## src/sv/bda_pkg.sv

```systemverilog
package bda_pkg;

    localparam int MASK_W   = 6;
    localparam int IDX_W    = 3;
    localparam int TICK_W   = 16;
    localparam int HOLD_W   = 4;
    localparam int COUNT_W  = 8;
    localparam int CFG_IDX_W  = 2;
    localparam int CFG_DATA_W = 16;

    localparam logic [TICK_W-1:0]  REPEAT_DELAY_RST = 16'd200;
    localparam logic [TICK_W-1:0]  REPEAT_REARM_RST = 16'd150;
    localparam logic [HOLD_W-1:0]  RELEASE_HOLD_RST = 4'd5;
    localparam logic [COUNT_W-1:0] COUNT_MAX        = 8'd255;

    typedef enum logic {
        REQ_TICK = 1'b0,
        REQ_POLL = 1'b1
    } bda_req_t;

    typedef enum logic [CFG_IDX_W-1:0] {
        CFG_REPEAT_DELAY = 2'd0,
        CFG_REPEAT_REARM = 2'd1,
        CFG_RELEASE_HOLD = 2'd2
    } bda_cfg_idx_t;

    typedef struct packed {
        bda_req_t           req_type;
        logic [MASK_W-1:0]  pressed_mask;
        logic [IDX_W-1:0]   button_index;
    } bda_in_t;

    typedef struct packed {
        logic               press_event;
        logic [COUNT_W-1:0] pending_events;
    } bda_out_t;

    typedef struct packed {
        logic [TICK_W-1:0] repeat_delay;
        logic [TICK_W-1:0] repeat_rearm;
        logic [HOLD_W-1:0] release_hold;
    } bda_cfg_t;

    typedef struct packed {
        logic              tick;
        logic              down;
        logic              poll;
        logic [TICK_W-1:0] tick_now;
    } bda_btn_ctl_t;

endpackage

```

## src/sv/bda_button.sv

```systemverilog
module bda_button (
    input  logic                  clk,
    input  logic                  rst_n,
    input  bda_pkg::bda_cfg_t     cfg,
    input  bda_pkg::bda_btn_ctl_t ctl,
    output logic [7:0]            event_count
);
    import bda_pkg::*;

    logic [HOLD_W-1:0]  hold_reg,  hold_next;
    logic [TICK_W-1:0]  mark_reg,  mark_next;
    logic [COUNT_W-1:0] count_reg, count_next;
    logic [TICK_W-1:0]  age;
    logic               new_event;

    assign event_count = count_reg;
    // wrapped age since the mark
    assign age = ctl.tick_now - mark_reg;

    always_comb
    begin
        hold_next  = hold_reg;
        mark_next  = mark_reg;
        count_next = count_reg;
        new_event  = 1'b0;
        if (ctl.tick)
        begin
            if (ctl.down)
            begin
                if (hold_reg == '0)
                begin
                    new_event = 1'b1;
                    mark_next = ctl.tick_now;
                end
                else if (age > cfg.repeat_delay)
                begin
                    new_event = 1'b1;
                    mark_next = ctl.tick_now - cfg.repeat_rearm;
                end
                if (hold_reg < cfg.release_hold)
                begin
                    hold_next = hold_reg + 1'b1;
                end
            end
            else if (hold_reg != '0)
            begin
                hold_next = hold_reg - 1'b1;
            end
            if (new_event && count_reg != COUNT_MAX)
            begin
                count_next = count_reg + 1'b1;
            end
        end
        else if (ctl.poll && count_reg != '0)
        begin
            count_next = count_reg - 1'b1;
        end
    end

    always_ff @(posedge clk or negedge rst_n)
    begin
        if (!rst_n)
        begin
            hold_reg  <= '0;
            mark_reg  <= '0;
            count_reg <= '0;
        end
        else
        begin
            hold_reg  <= hold_next;
            mark_reg  <= mark_next;
            count_reg <= count_next;
        end
    end

endmodule

```

## src/sv/button_debounce_autorepeat.sv

```systemverilog
// channel   direction  payload                                     handshake
// in        input      req_type, pressed_mask, button_index       in_valid / in_ready
// out       output     press_event, pending_events                out_valid / out_ready
// cfg       input      cfg_index, cfg_data                         cfg_we
//
// one transaction per cycle while in_ready is high; every input gives one result, valid in the cycle after acceptance
// per-button state updates in the accept cycle, the result sits in a single output register
// in_ready drops only while a result waits and out_ready is low
// reset clears the tick counter, all button state and restores register defaults
module button_debounce_autorepeat #(
    parameter int BUTTONS = 6
) (
    input  logic                  clk,
    input  logic                  rst_n,
    input  logic                  in_valid,
    output logic                  in_ready,
    input  bda_pkg::bda_in_t      in_data,
    output logic                  out_valid,
    input  logic                  out_ready,
    output bda_pkg::bda_out_t     out_data,
    input  logic                  cfg_we,
    input  logic [1:0]            cfg_index,
    input  logic [15:0]           cfg_data
);
    import bda_pkg::*;

    bda_cfg_t           cfg_reg;
    logic [TICK_W-1:0]  tick_reg, tick_next;
    logic               out_valid_reg;
    bda_out_t           out_data_reg, out_data_next;
    logic               accept;
    logic               is_tick, is_poll;
    logic [COUNT_W-1:0] counts [BUTTONS];
    bda_btn_ctl_t       ctl [BUTTONS];

    assign in_ready  = !out_valid_reg || out_ready;
    assign accept    = in_valid && in_ready;
    assign is_tick   = accept && (in_data.req_type == REQ_TICK);
    assign is_poll   = accept && (in_data.req_type == REQ_POLL);
    assign tick_next = tick_reg + 1'b1;
    assign out_valid = out_valid_reg;
    assign out_data  = out_data_reg;

    for (genvar b = 0; b < BUTTONS; b++)
    begin : g_btn
        logic down;
        logic hit;
        if (b < MASK_W)
        begin : g_pin
            assign down = in_data.pressed_mask[b];
        end
        else
        begin : g_nopin
            // no input pin for this button
            assign down = 1'b0;
        end
        if (b < (1 << IDX_W))
        begin : g_addr
            assign hit = (in_data.button_index == IDX_W'(b));
        end
        else
        begin : g_noaddr
            assign hit = 1'b0;
        end
        assign ctl[b] = '{tick: is_tick, down: down, poll: is_poll && hit,
                          tick_now: tick_next};

        bda_button u_button (
            .clk         (clk),
            .rst_n       (rst_n),
            .cfg         (cfg_reg),
            .ctl         (ctl[b]),
            .event_count (counts[b])
        );
    end

    always_comb
    begin
        logic [COUNT_W-1:0] sel;
        sel = '0;
        for (int b = 0; b < BUTTONS; b++)
        begin
            if (ctl[b].poll)
            begin
                sel = counts[b];
            end
        end
        out_data_next = '0;
        if (in_data.req_type == REQ_POLL && sel != '0)
        begin
            out_data_next.press_event    = 1'b1;
            out_data_next.pending_events = sel - 1'b1;
        end
    end

    always_ff @(posedge clk or negedge rst_n)
    begin
        if (!rst_n)
        begin
            cfg_reg <= '{repeat_delay: REPEAT_DELAY_RST, repeat_rearm: REPEAT_REARM_RST,
                         release_hold: RELEASE_HOLD_RST};
        end
        else if (cfg_we)
        begin
            case (cfg_index)
                CFG_REPEAT_DELAY: cfg_reg.repeat_delay <= cfg_data;
                CFG_REPEAT_REARM: cfg_reg.repeat_rearm <= cfg_data;
                CFG_RELEASE_HOLD: cfg_reg.release_hold <= cfg_data[HOLD_W-1:0];
                default: ;
            endcase
        end
    end

    always_ff @(posedge clk or negedge rst_n)
    begin
        if (!rst_n)
        begin
            tick_reg      <= '0;
            out_valid_reg <= 1'b0;
        end
        else
        begin
            if (is_tick)
            begin
                tick_reg <= tick_next;
            end
            if (accept)
            begin
                out_valid_reg <= 1'b1;
            end
            else if (out_ready)
            begin
                out_valid_reg <= 1'b0;
            end
        end
    end

    always_ff @(posedge clk)
    begin
        if (accept)
        begin
            out_data_reg <= out_data_next;
        end
    end

endmodule

```

## config.mk

```make
export PLATFORM = sky130hd
export DESIGN_NAME = button_debounce_autorepeat
export DESIGN_NICKNAME = d
export VERILOG_FILES = /design/src/sv/bda_pkg.sv /design/src/sv/bda_button.sv /design/src/sv/button_debounce_autorepeat.sv
export SDC_FILE = /design/constraint.sdc
export NUM_CORES = 1
export LEC_CHECK = 0
export BUFFER_PORTS_ARGS = -buffer_cell sky130_fd_sc_hd__buf_2
export CELL_PAD_IN_SITES_DETAIL_PLACEMENT = 0
export CELL_PAD_IN_SITES_GLOBAL_PLACEMENT = 2
export CORE_MARGIN = 3
export CORE_UTILIZATION = 30
export CTS_BUF_LIST = sky130_fd_sc_hd__clkbuf_4
export DETAILED_ROUTE_END_ITERATION = 8
export GPL_TIMING_DRIVEN = 0
export PLACE_DENSITY_LB_ADDON = 0.1
export SYNTH_ARGS = -nofsm -noshare
export SYNTH_HDL_FRONTEND = slang
export SYNTH_SLANG_ARGS = --single-unit
export TNS_END_PERCENT = 10
```

## constraint.sdc

```tcl
create_clock -name clk -period 8.98 [get_ports clk]
set_input_delay 1.796 -clock clk [delete_from_list [all_inputs] [get_ports clk]]
set_output_delay 1.796 -clock clk [all_outputs]
set_load 0.01 [all_outputs]
```

# Word-level counts from Yosys, hierarchy flattened
# Index checks and enable logic that the tools add are counted.
# word_totals
word_cells,262
ff_bits,230
# classes
order_cmp,12
n_eq_ne,25
reduce_logical,85
n_mux,81
bitwise,1
addsub,33
# op_table
operator,n
$mux 16,12
$mux 8,24
$sub 16x16->16,7
$gt 16x16->1,6
$mux 4,18
$reduce_bool 8->1,7
$sub 8x1->8 const B,7
$add 8x1->8 const B,6
$ne 8x8->1 const B,6
$reduce_bool 2->1,19
$reduce_and 3->1,12
$mux 1,26
$add 4x1->4 const B,6
$logic_not 4->1,6
$lt 4x4->1,6
$ne 2x1->1 const B,12
$reduce_bool 4->1,6
$sub 4x1->4 const B,6
$logic_and 1x1->1,22
$reduce_and 2->1,9
$add 16x1->16 const B,1
$mux 9,1
$eq 3x2->1 const B,2
$eq 3x3->1 const B,2
other kinds (8),8

# Logic depth before layout (Yosys ltp)
# Gate-level depths: netlist of run 1.
# depth
depth_word,14
depth_mapped,23
ltp_nobuf,20

# By module
# From an unflattened synthesis of run 1, not the netlist that was laid out.
# unflattened
cells_unflattened,2995
area_unflattened_um2,25358.1
# by_module_without_submodules
mod,cells_each,seq_area_each_um2,area_per_inst_um2,n_inst
bda_button (g_btn[2].u_button ...),456,700.7,3728.6,3
bda_button (g_btn[0].u_button),455,700.7,3717.3,1
bda_button (g_btn[1].u_button),463,700.7,3636.0,1
bda_button (g_btn[5].u_button),434,700.7,3510.9,1
button_debounce_autorepeat,275,1607.8,3308.2,1

# Worst setup path after synthesis of run 1
# OpenSTA, ideal clock, no wires.
# synth_path
path_kind,input -> register
start,input port out_ready
end,register g_btn[1].u_button.count_reg[7]
slack_ps,2946
setup_time_ps,79
path_stages,14
t_required_ps,8901
arrival_ps,5954
cell_sequence,nand2b_1 > and2_1 > nor2b_1 > buf_2 > inv_2 > buf_1 > ha_1 > a21o_1 > a21oi_1 > o21ai_0 > o41ai_1 > xnor2_1 > a21boi_0 > a2bb2oi_1
# synth_between
elab_chain_cells,7
elab_cells_between_ends,10
cone_classes,eq/ne: 1; mux: 1; reduce/logical: 8
# synth_rtl
element,line,rtl
"start, declared",button_debounce_autorepeat.sv:19,"input logic out_ready,"
$logic_or 1x1->1 *,button_debounce_autorepeat.sv:36,assign in_ready = !out_valid_reg || out_ready;
$logic_and 1x1->1 *,button_debounce_autorepeat.sv:37,assign accept = in_valid && in_ready;
via accept,button_debounce_autorepeat.sv:31,logic accept;
$logic_and 1x1->1,button_debounce_autorepeat.sv:39,assign is_poll = accept && (in_data.req_type == REQ_POLL);
$logic_and 1x1->1,button_debounce_autorepeat.sv:65,"assign ctl[b] = '{tick: is_tick, down: down, poll: is_poll && hit,"
$logic_and 1x1->1,bda_button.sv:54,else if (ctl.poll && count_reg != '0)
$reduce_bool 2->1 (no source line),--,
$reduce_and 2->1 (no source line),--,
"end signal, assigned",bda_button.sv:72,count_reg <= count_next;
"end, declared",bda_button.sv:12,"logic [COUNT_W-1:0] count_reg, count_next;"
# Mark *: on every way through the listed nets, which the timed path passes. The rest lies on a longest branch.
# A chain may end at the register's enable or synchronous reset.

==> results.py, run 1 <==
metrics = {
    "floorplanning": {
        "floorplan.initialDensity_pct": 30.6,
        "fp-row-count": 94,
        "core-area_sq_mm": 0.0665,
        "die_y_um": 267,
        "fp.dieW_um": 267,
        "dieArea_sq_mm": 0.0710,
        "io_pins": 44,
    },
    "clocking": {
        "cts_sinks": 230,
        "ctsHoldBuffers": 0,
        "cts_max_path_buffers": 3,
        "cts.clk_slew.worst_paths_ns": 0.06,
        "cts_made_buffers": 76,
        "cts_tree": "done",
        "clkLatencyLatePin_ns": 0.82,
        "cts.repair.resized": 0,
        "post_cts_buffers": 0,
        "h-tree-depth": 3,
        "cts_root_buffer": "clkbuf_4",
    },
    "global_route": {
        "grt_antenna_before_repair": 6,
        "grt.overflow.total": 0,
        "grt_pass1_vias": 18100,
        "grt_max_degree": 91,
        "grt_pass1_wl_um": 116000,
        "grtUsageTotal_pct": 22.3,
    },
    "timing": {
        "tightest_slew_ns": 1.55,
        "fmax_ghz": 0.123,
        "layout_setup_ws_ns": 0.840,
        "final_hold_viol_count": 0,
        "rsz0062_at_grt": "false",
        "relSlewSlack_pct": -3.38,
        "fin_crit_ns": 8.14,
        "min_period_over_period_pct": 90.6,
        "setup_tns_ns": 0,
        "fin_skew_ns": 0.0787,
        "slew_viol_final": 15,
        "setup-violations-final": 0,
    },
    "layout": {
        "drive_gt1_share_pct": 12.6,
        "largest_reg_flops": 96,
        "area_delta_synth_final_pct": 13.0,
        "fin_nets": 2771,
    },
    "power": {
        "power_mw": 9.64,
        "powerDensity_mw_per_mm2": 419,
        "p_leak_nw": 10.7,
        "irDropWorstVdd_mv": 0.139,
    },
    "place": {
        "dp_hpwl_um": 57200,
        "place.gp.congestion": 0.848,
        "dp_slack_ns": 0.384,
        "port_buffers": 43,
    },
    "yosys": {
        "synth_seq_cells": 230,
        "syn-instance-count": 2315,
        "synth_edf_count": 9,
        "syn-cell-area_sq_mm": 0.0204,
        "syn_area_per_cell_sq_um": 8.79,
        "synth_cell_type_count": 82,
        "synth_fp_nets": 2637,
        "async_flop_share_pct": 96.1,
        "synth_warnings": 0,
        "ys.flop_type": "dfrtp_1",
        "seq_area_frac_synth_pct": 28.5,
    },
    "min_path": {
        "hold_depth": 1,
        "hold_class": "reg -> reg",
    },
    "detailed_routing": {
        "vias_per_cell": 5.31,
        "post_drt_wl_per_cell_um": 23.4,
        "ant_nets": 0,
        "dr.pass1.iters": 5,
        "routed_wl_um": 79000,
        "drt_iter0_markers": 1041,
        "drc_errors": 0,
        "vias": 17900,
    },
    "setup_path": {
        "path_class": "reg -> reg",
        "critPathLaunchType": "flop",
        "crit_required_ns": 9.64,
        "rr_worst_depth": 18,
        "crit_fanout": 9,
        "arrival_ns": 8.80,
        "cp-end-kind": "flop",
    },
    "run": {
        "maxCapViolations": 2,
    },
    "status": {
        "outcome": "finished, violations left",
        "violations": "capacitance limit, slew limit",
    },
}
==> final timing paths <==
kind | slack [ns] | end | from
worst max-delay path | 0.84 | g_btn[1].u_button.event_count[1] | tick_reg[0]
worst min-delay path | 0.48 | g_btn[0].u_button.mark_reg[8] | g_btn[0].u_button.mark_reg[8]
worst max register to register | 0.84 | g_btn[1].u_button.event_count[1] | tick_reg[0]
worst min register to register | 0.48 | g_btn[0].u_button.mark_reg[8] | g_btn[0].u_button.mark_reg[8]
max in group asynchronous | 7.15 | g_btn[4].u_button.hold_reg[2] | rst_n
min in group asynchronous | 0.91 | g_btn[0].u_button.mark_reg[5] | rst_n
==> final cells by class <==
class	count	area, sq um
inverters	197	739
repair buffers	56	435
flip-flops and latches	230	5810
diodes	4	10.0
multi-input cells	1824	13600
clock buffers	118	886
plain buffers	64	267
fillers	6974	43400
well taps	864	1080
clock inverters	16	149
==> synthesized netlist by cell type, drive strengths merged, types with 8 or more instances <==
master | n | area (sq um)
a211oi | 39 | 298
a21boi | 12 | 90.1
a21o | 69 | 518
a21oi | 142 | 711
a22oi | 9 | 67.6
a2bb2oi | 9 | 78.8
a31oi | 32 | 200
and3 | 13 | 81.3
buf | 14 | 77.6
clkbuf | 50 | 188
dfrtp | 212 | 5310
dfstp | 9 | 236
edfxtp | 9 | 270
fa | 19 | 380
ha | 270 | 3380
inv | 197 | 739
mux2 | 71 | 800
mux2i | 12 | 120
nand2 | 169 | 634
nand2b | 33 | 206
nand3 | 35 | 175
nand3b | 8 | 60.1
nand4 | 37 | 238
nor2 | 211 | 792
nor2b | 29 | 181
nor3 | 34 | 181
nor4 | 28 | 194
o211ai | 16 | 120
o21a | 27 | 203
o21ai | 149 | 749
o21bai | 9 | 71.3
o22ai | 8 | 50.1
o31ai | 17 | 128
o41ai | 11 | 96.3
or2 | 10 | 65.1
or3 | 15 | 98.8
or4 | 13 | 97.6
xnor2 | 132 | 1160
xor2 | 50 | 445
==> cell usage in the layout, fill, tap and decap left out, types with 14 or more instances in the layout <==
cell type	synthesis	layout
ha_1	270	270
dfrtp_1	212	212
nor2_1	211	211
inv_1	195	195
nand2_1	169	169
a21oi_1	142	142
o21ai_0	140	140
xnor2_1	131	127
clkbuf_4	0	118
mux2_2	71	71
a21o_1	69	69
buf_2	8	51
clkbuf_1	50	50
xor2_1	49	45
a211oi_1	38	38
nand4_1	36	36
nand3_1	35	35
nor3_1	33	33
nand2b_1	33	33
a31oi_1	32	32
nor2b_1	29	29
o21a_1	27	27
nor4_1	25	23
fa_1	19	19
o31ai_1	17	17
o211ai_1	16	16
or3_1	14	14
==> logic make-up after synthesis <==
| logic type | after synthesis | share of synthesized area [%] |
|---|---|---|
| simple gates | 663 | 15.9 |
| fa+ha+maj | 289 | 18.5 |
| flops | 230 | 28.5 |
| compound gates | 600 | 19.0 |
| mux | 90 | 5.29 |
| xor+xnor | 182 | 7.90 |
| buf+inv | 261 | 4.94 |
==> routing by layer <==
metal / vias to the layer above / GRT usage, % / wire [um]
met5: - / 0 / 32
met4: 4 / 8.88 / 3170
met3: 157 / 5.30 / 5110
met2: 459 / 34.8 / 34500
met1: 8655 / 29.9 / 36200
li1: 8636 / - / -
==> worst max-delay path: stages (launching register included) <==
cell and delay, ns:
dfrtp_1 0.91, buf_6 0.29, nand4_2 0.14, nor3_1 0.60, nand3_1 0.17, xor2_1 1.04
inv_1 0.74, ha_1 0.46, or3_1 0.36, o221ai_1 0.15, or4b_2 0.62, o211ai_1 0.13
ha_1 0.17, nand3_1 0.11, or3_1 0.49, a211oi_1 0.27, o2111ai_2 0.41, o21ai_2 0.54
mux2_2 0.39
==> report_power, final <==
| part | total [mW] | internal [mW] | switching, mW |
|---|---|---|---|
| clock network | 1.23 | 0.680 | 0.550 |
| logic | 6.50 | 2.68 | 3.83 |
| registers | 1.91 | 1.46 | 0.449 |
| total | 9.64 | 4.81 | 4.83 |
==> metrics by stage <==
step	hold WS [ns]	instances	utilization (%)	instance area, sq um
global placement	0.468	3222	32.6	21700
finish	0.484	3373	34.6	23000
detailed placement	0.477	3234	33.0	21900
global route	0.506	3372	34.6	23000
CTS	0.491	3368	34.6	23000
floorplan	0.450	2315	-	20400
No activity file was read; power rests on OpenSTA's default activity.
==> run 2: changes to the inputs <==
Clock period 8.98 ns to 7.7 ns, I/O delays scaled along.
==> results.py, run 2 (synthesis gave the netlist of run 1 again) <==
metrics = {
    "setup_path": {
        "path_class": "reg -> reg",
        "r2r_start": "tick_reg[0]",
        "cp-end-kind": "flop",
        "critPathLaunchType": "flop",
        "crit_required_ns": 8.38,
        "arrival_ns": 7.97,
        "crit_fanout": 10,
        "cp-startpoint": "tick_reg[0]",
    },
    "layout": {
        "post-route-util_pct": 34.7,
        "mostFrequentLayoutCells": "ha_1 (269), nor2_1 (211), dfrtp_1 (211)",
        "regArea_sq_mm": 0.00581,
        "multi_input_comb_area_sq_mm": 0.0137,
        "area_delta_synth_final_pct": 13.4,
        "fillerInstances": 6980,
        "final_cell_count_no_fill": 3377,
        "largest_reg_flops": 96,
        "fin_nets": 2774,
        "layout_commonest_cell": "ha_1",
        "drive_gt1_share_pct": 13.0,
    },
    "min_path": {
        "hold_start": "g_btn[0].u_button.mark_reg[8]",
        "hold_class": "reg -> reg",
    },
    "detailed_routing": {
        "ant_nets": 0,
        "vias_per_cell": 5.33,
        "vias": 18000,
        "drc_errors": 0,
        "drt_iter0_markers": 975,
        "dr.pass1.iters": 5,
        "routed_wl_um": 79100,
        "post_drt_wl_per_cell_um": 23.4,
    },
    "clocking": {
        "cts_made_buffers": 76,
        "clkLatencyLatePin_ns": 0.82,
        "h-tree-depth": 3,
        "cts_root_buffer": "clkbuf_4",
        "cts.clk_slew.worst_paths_ns": 0.06,
        "cts_sinks": 230,
        "cts_tree": "done",
        "cts_max_path_buffers": 3,
    },
    "floorplanning": {
        "fp.dieW_um": 267,
        "io_pins": 44,
        "floorplan.initialDensity_pct": 30.6,
        "core-area_sq_mm": 0.0665,
        "fp-row-count": 94,
        "dieArea_sq_mm": 0.0710,
        "die_y_um": 267,
    },
    "global_route": {
        "grt_max_degree": 91,
        "grt_antenna_before_repair": 6,
        "grt.met1_usage_pct": 29.9,
        "grt_pass1_vias": 18200,
        "use_met3_pct": 5.27,
        "grt_pass1_wl_um": 117000,
        "top_usage_layer": "met2",
        "grt.overflow.total": 0,
        "use_met2_pct": 34.8,
        "grtUsageTotal_pct": 22.3,
    },
    "power": {
        "irDropWorstVdd_mv": 0.167,
        "powerDensity_mw_per_mm2": 488,
        "p_leak_nw": 10.7,
        "power_mw": 11.3,
    },
    "timing": {
        "min_period_over_period_pct": 94.7,
        "slew_viol_final": 0,
        "tightest_slew_ns": 1.47,
        "fin_skew_ns": 0.0803,
        "setup_tns_ns": 0,
        "final_hold_viol_count": 0,
        "timing.hold.ws_ns": 0.486,
        "setup-violations-final": 0,
        "relSlewSlack_pct": 1.37,
        "fmax_ghz": 0.137,
        "rsz0062_at_grt": "false",
        "fin_crit_ns": 7.29,
    },
    "status": {
        "violations": "capacitance limit",
        "outcome": "finished, violations left",
    },
    "place": {
        "place.gp.congestion": 0.848,
        "dp_hpwl_um": 57200,
        "port_buffers": 43,
        "dp_cells": 3234,
    },
    "run": {
        "maxCapViolations": 1,
    },
}
==> run 2: worst paths after layout <==
check                                              endpoint  slack (ns)  cells past startpoint
hold reg to reg               g_btn[0].u_button.mark_reg[8]        0.49                      1
setup / recovery           g_btn[0].u_button.event_count[3]        0.41                     20
hold / removal                g_btn[0].u_button.mark_reg[8]        0.49                      1
min in group asynchronous     g_btn[0].u_button.mark_reg[5]        0.66                      1
max in group asynchronous     g_btn[4].u_button.hold_reg[2]        6.13                      2
setup reg to reg           g_btn[0].u_button.event_count[3]        0.41                     20
==> run 2: power breakdown <==
group	internal, mW	switching, mW
Clock	0.793	0.642
Combinational	3.13	4.47
Sequential	1.70	0.528
Total	5.63	5.64
==> run 2: critical path: stages, from the launching register on <==
cell and delay, ns:
dfrtp_2 0.67, buf_6 0.26, nand4_2 0.15, or2_4 0.29, xor2_2 0.52, inv_1 0.59, ha_1 0.54, o21a_1 0.20
o21ai_0 0.16, a31oi_1 0.09, and3_1 0.25, o21a_1 0.22, o311ai_0 0.42, ha_1 0.32, nor2b_1 0.13, o21ai_0 0.38
o211ai_1 0.20, o2111ai_2 0.75, o21a_1 0.24, clkbuf_1 0.39, mux2_2 0.39
==> run 2: per-stage QoR <==
step / instance area [sq um] / setup slack (ns)
finish: 23100 / 0.410
global route: 23100 / 0.0723
CTS: 23100 / 0.270
detailed placement: 21900 / -0.896
global placement: 21700 / -1.02
floorplan: 20400 / 1.92
==> run 2: area by class of cell <==
class                           instances  area share [%]
Buffer                                 64            1.15
Multi-Input combinational cell       1824            59.2
Tap cell                              864            4.68
Antenna cell                            5          0.0542
Timing Repair Buffer                   59            1.98
Clock inverter                         16           0.645
Clock buffer                          118            3.84
Inverter                              197            3.20
Sequential cell                       230            25.2
==> run 2: per-layer routing <==
layer / vias up / wire length [um] / share of wire, %
met2: 478 / 34600 / 44
met1: 8721 / 36200 / 46
met5: - / 32 / 0.040
met3: 153 / 5160 / 6.5
met4: 4 / 3090 / 3.9
li1: 8648 / - / -
==> run 2: what timing repair did <==
| item | 4_1_cts | 5_1_grt |
|---|---|---|
| endpoints found under the hold margin | 0 | 0 |
| resized for setup | 7 | 2 |
| hold buffers | 0 | 0 |
| pin swaps | 0 | 0 |
| endpoints found under the setup margin | 127 | 70 |
| buffers inserted | 4 | 0 |
==> run 3: changes to the inputs <==
Settings changed: CELL_PAD_IN_SITES_DETAIL_PLACEMENT 0 to not set, CELL_PAD_IN_SITES_GLOBAL_PLACEMENT 2 to not set, PLACE_DENSITY_LB_ADDON 0.1 to not set.
==> results.py, run 3 (synthesis gave the netlist of run 1 again) <==
metrics = {
    "clocking": {
        "cts_tree": "done",
        "ctsHoldBuffers": 0,
        "h-tree-depth": 3,
        "cts_root_buffer": "clkbuf_4",
        "cts.clk_slew.worst_paths_ns": 0.07,
        "cts_sinks": 230,
        "cts_max_path_buffers": 3,
        "cts.repair.resized": 0,
        "cts_made_buffers": 72,
        "clkLatencyLatePin_ns": 0.79,
        "post_cts_buffers": 0,
    },
    "setup_path": {
        "critPathLaunchType": "flop",
        "critical_path.cell_chain": "buf_6 > nand4_2 > nor3_1 > nand3_1 > xor2_1 > inv_1 > ha_1 > a21o_1 > a2111o_1 > o21ai_0 > xnor2_1 > ha_1 > and4_1 > nand3_1 > a221o_1 > and3_1 > nor2_1 > clkbuf_1 > mux2i_1 > o31ai_1",
        "reg2reg_slack_ns": 0.34,
        "cp_slowest_stage_delay_ns": 0.77,
        "cp-startpoint": "tick_reg[0]",
        "crit_fanout": 10,
        "cp-end-kind": "flop",
        "crit_required_ns": 8.35,
        "worst_path_max_delay_cell": "xor2_1",
        "r2r_start": "tick_reg[0]",
        "reg2reg_to": "g_btn[3].u_button.mark_reg[14]",
        "rr_worst_depth": 20,
        "path_class": "reg -> reg",
        "arrival_ns": 8.01,
    },
    "floorplanning": {
        "io_pins": 44,
        "floorplan.initialDensity_pct": 30.6,
        "die_y_um": 267,
        "dieArea_sq_mm": 0.0710,
        "core-area_sq_mm": 0.0665,
        "fp.dieW_um": 267,
        "fp-row-count": 94,
    },
    "min_path": {
        "hold_depth": 1,
        "hold_start": "g_btn[0].u_button.mark_reg[8]",
        "hold_class": "reg -> reg",
        "min_to": "g_btn[0].u_button.mark_reg[8]",
    },
    "timing": {
        "slew_viol_final": 0,
        "tightest_slew_ns": 1.32,
        "setup_tns_ns": 0,
        "fin_crit_ns": 7.36,
        "fin_skew_ns": 0.0742,
        "setup-violations-final": 0,
        "layout_setup_ws_ns": 0.342,
        "relSlewSlack_pct": 11.9,
        "final_hold_viol_count": 0,
        "fmax_ghz": 0.136,
        "min_period_over_period_pct": 95.6,
        "rsz0062_at_grt": "false",
    },
    "layout": {
        "mostFrequentLayoutCells": "ha_1 (270), dfrtp_1 (212), nor2_1 (211)",
        "area_delta_synth_final_pct": 11.9,
        "drive_gt1_share_pct": 11.7,
        "fin_area_sq_mm": 0.0228,
        "largest_reg_flops": 96,
        "layout_commonest_cell": "ha_1",
        "final_cell_count_no_fill": 3359,
        "fin_nets": 2761,
    },
    "detailed_routing": {
        "drt_iter0_markers": 1123,
        "post_drt_wl_per_cell_um": 17.7,
        "dr.pass1.iters": 5,
        "drc_errors": 0,
        "routed_wl_um": 59400,
        "vias_per_cell": 5.22,
        "vias": 17500,
        "ant_nets": 0,
    },
    "global_route": {
        "grt_pass1_wl_um": 93900,
        "grt_max_degree": 113,
        "grt_pass1_vias": 16600,
        "grt_antenna_before_repair": 2,
        "grtUsageTotal_pct": 16.8,
        "grt.overflow.total": 0,
    },
    "place": {
        "dp_slack_ns": 0.402,
        "port_buffers": 43,
        "place.gp.congestion": 0.873,
        "dp_cells": 3229,
        "dp_hpwl_um": 45900,
        "dpl_cell_area_sq_mm": 0.0218,
    },
    "power": {
        "p_leak_nw": 10.6,
        "irDropWorstVdd_mv": 0.197,
        "clkPwrFrac_pct": 12.7,
        "seq_power_share_pct": 20.6,
        "swShare_pct": 47.9,
        "comb_power_share_pct": 66.7,
        "powerDensity_mw_per_mm2": 463,
        "power.switching_mw": 5.06,
        "p_int_mw": 5.50,
    },
    "run": {
        "maxCapViolations": 0,
    },
    "status": {
        "outcome": "completed",
    },
}
## run 3: cell count changes in the layout (fill, tap and decap cells not counted), moves of 2 or more
cell / delta
xnor2_2: -5
buf_4: -2
buf_8: -5
clkbuf_4: -11
xnor2_1: +5
diode_2: -4
xor2_1: +5
xor2_2: -5
buf_6: -2
clkinv_1: +5
clkinv_2: +2
## run 3: per-stage QoR
stage,utilization [%],hold slack (ns),power (mW)
after CTS,34.3,0.480,10.5
after detailed placement,32.8,0.465,9.12
after global placement,32.6,0.462,9.00
final,34.3,0.478,10.6
after floorplan,-,0.450,7.42
after global routing,34.3,0.508,11.7
## run 3: power groups by stage
stage | clock network, mW | logic (mW) | registers [mW]
3_5_place_dp | 0 | 6.93 | 2.19
5_1_grt | 1.45 | 7.99 | 2.24
6_report | 1.34 | 7.04 | 2.17
3_3_place_gp | 0 | 6.83 | 2.18
4_1_cts | 1.39 | 6.98 | 2.17
2_1_floorplan | 0 | 5.37 | 2.05
## run 3: worst max-delay path by stage
stage / endpoint / slack, ns / cells past startpoint
CTS: g_btn[3].u_button.mark_reg[14] / 0.36 / 20
global route: g_btn[3].u_button.mark_reg[14] / 0.02 / 20
floorplan: g_btn[1].u_button.event_count[7] / 1.92 / 14
global placement: g_btn[0].u_button.event_count[1] / 0.22 / 18
detailed placement: g_btn[3].u_button.mark_reg[14] / 0.40 / 20
finish: g_btn[3].u_button.mark_reg[14] / 0.34 / 20
## run 3: area by class of cell
cell class              instances  area [sq um]
repair buffers                 50           338
diodes                          1          2.50
well taps                     864          1080
multi-input cells            1824         13600
fillers                      6873         43700
flip-flops and latches        230          5810
plain buffers                  64           267
clock inverters                22           170
inverters                     197           739
clock buffers                 107           803
## run 3: layer usage
layer	GRT usage (%)	up-vias	wire length, um
met3	2.30	109	3380
met4	5.87	0	1650
met1	23.7	8311	28300
li1	-	8645	-
met5	0	-	0
met2	26.2	481	26100
## run 3: worst max-delay path, delay by kind of cell (launching register included)
| kind | cells | cell delay [ns] |
|---|---|---|
| AND/OR/NAND/NOR | 7 | 2.24 |
| multiplexers | 1 | 0.25 |
| XOR/XNOR | 2 | 0.87 |
| adder cells (fa/ha/maj) | 2 | 0.79 |
| buffers and inverters | 3 | 1.26 |
| flip-flops | 1 | 0.62 |
| AO/OA/AOI/OAI | 5 | 1.18 |
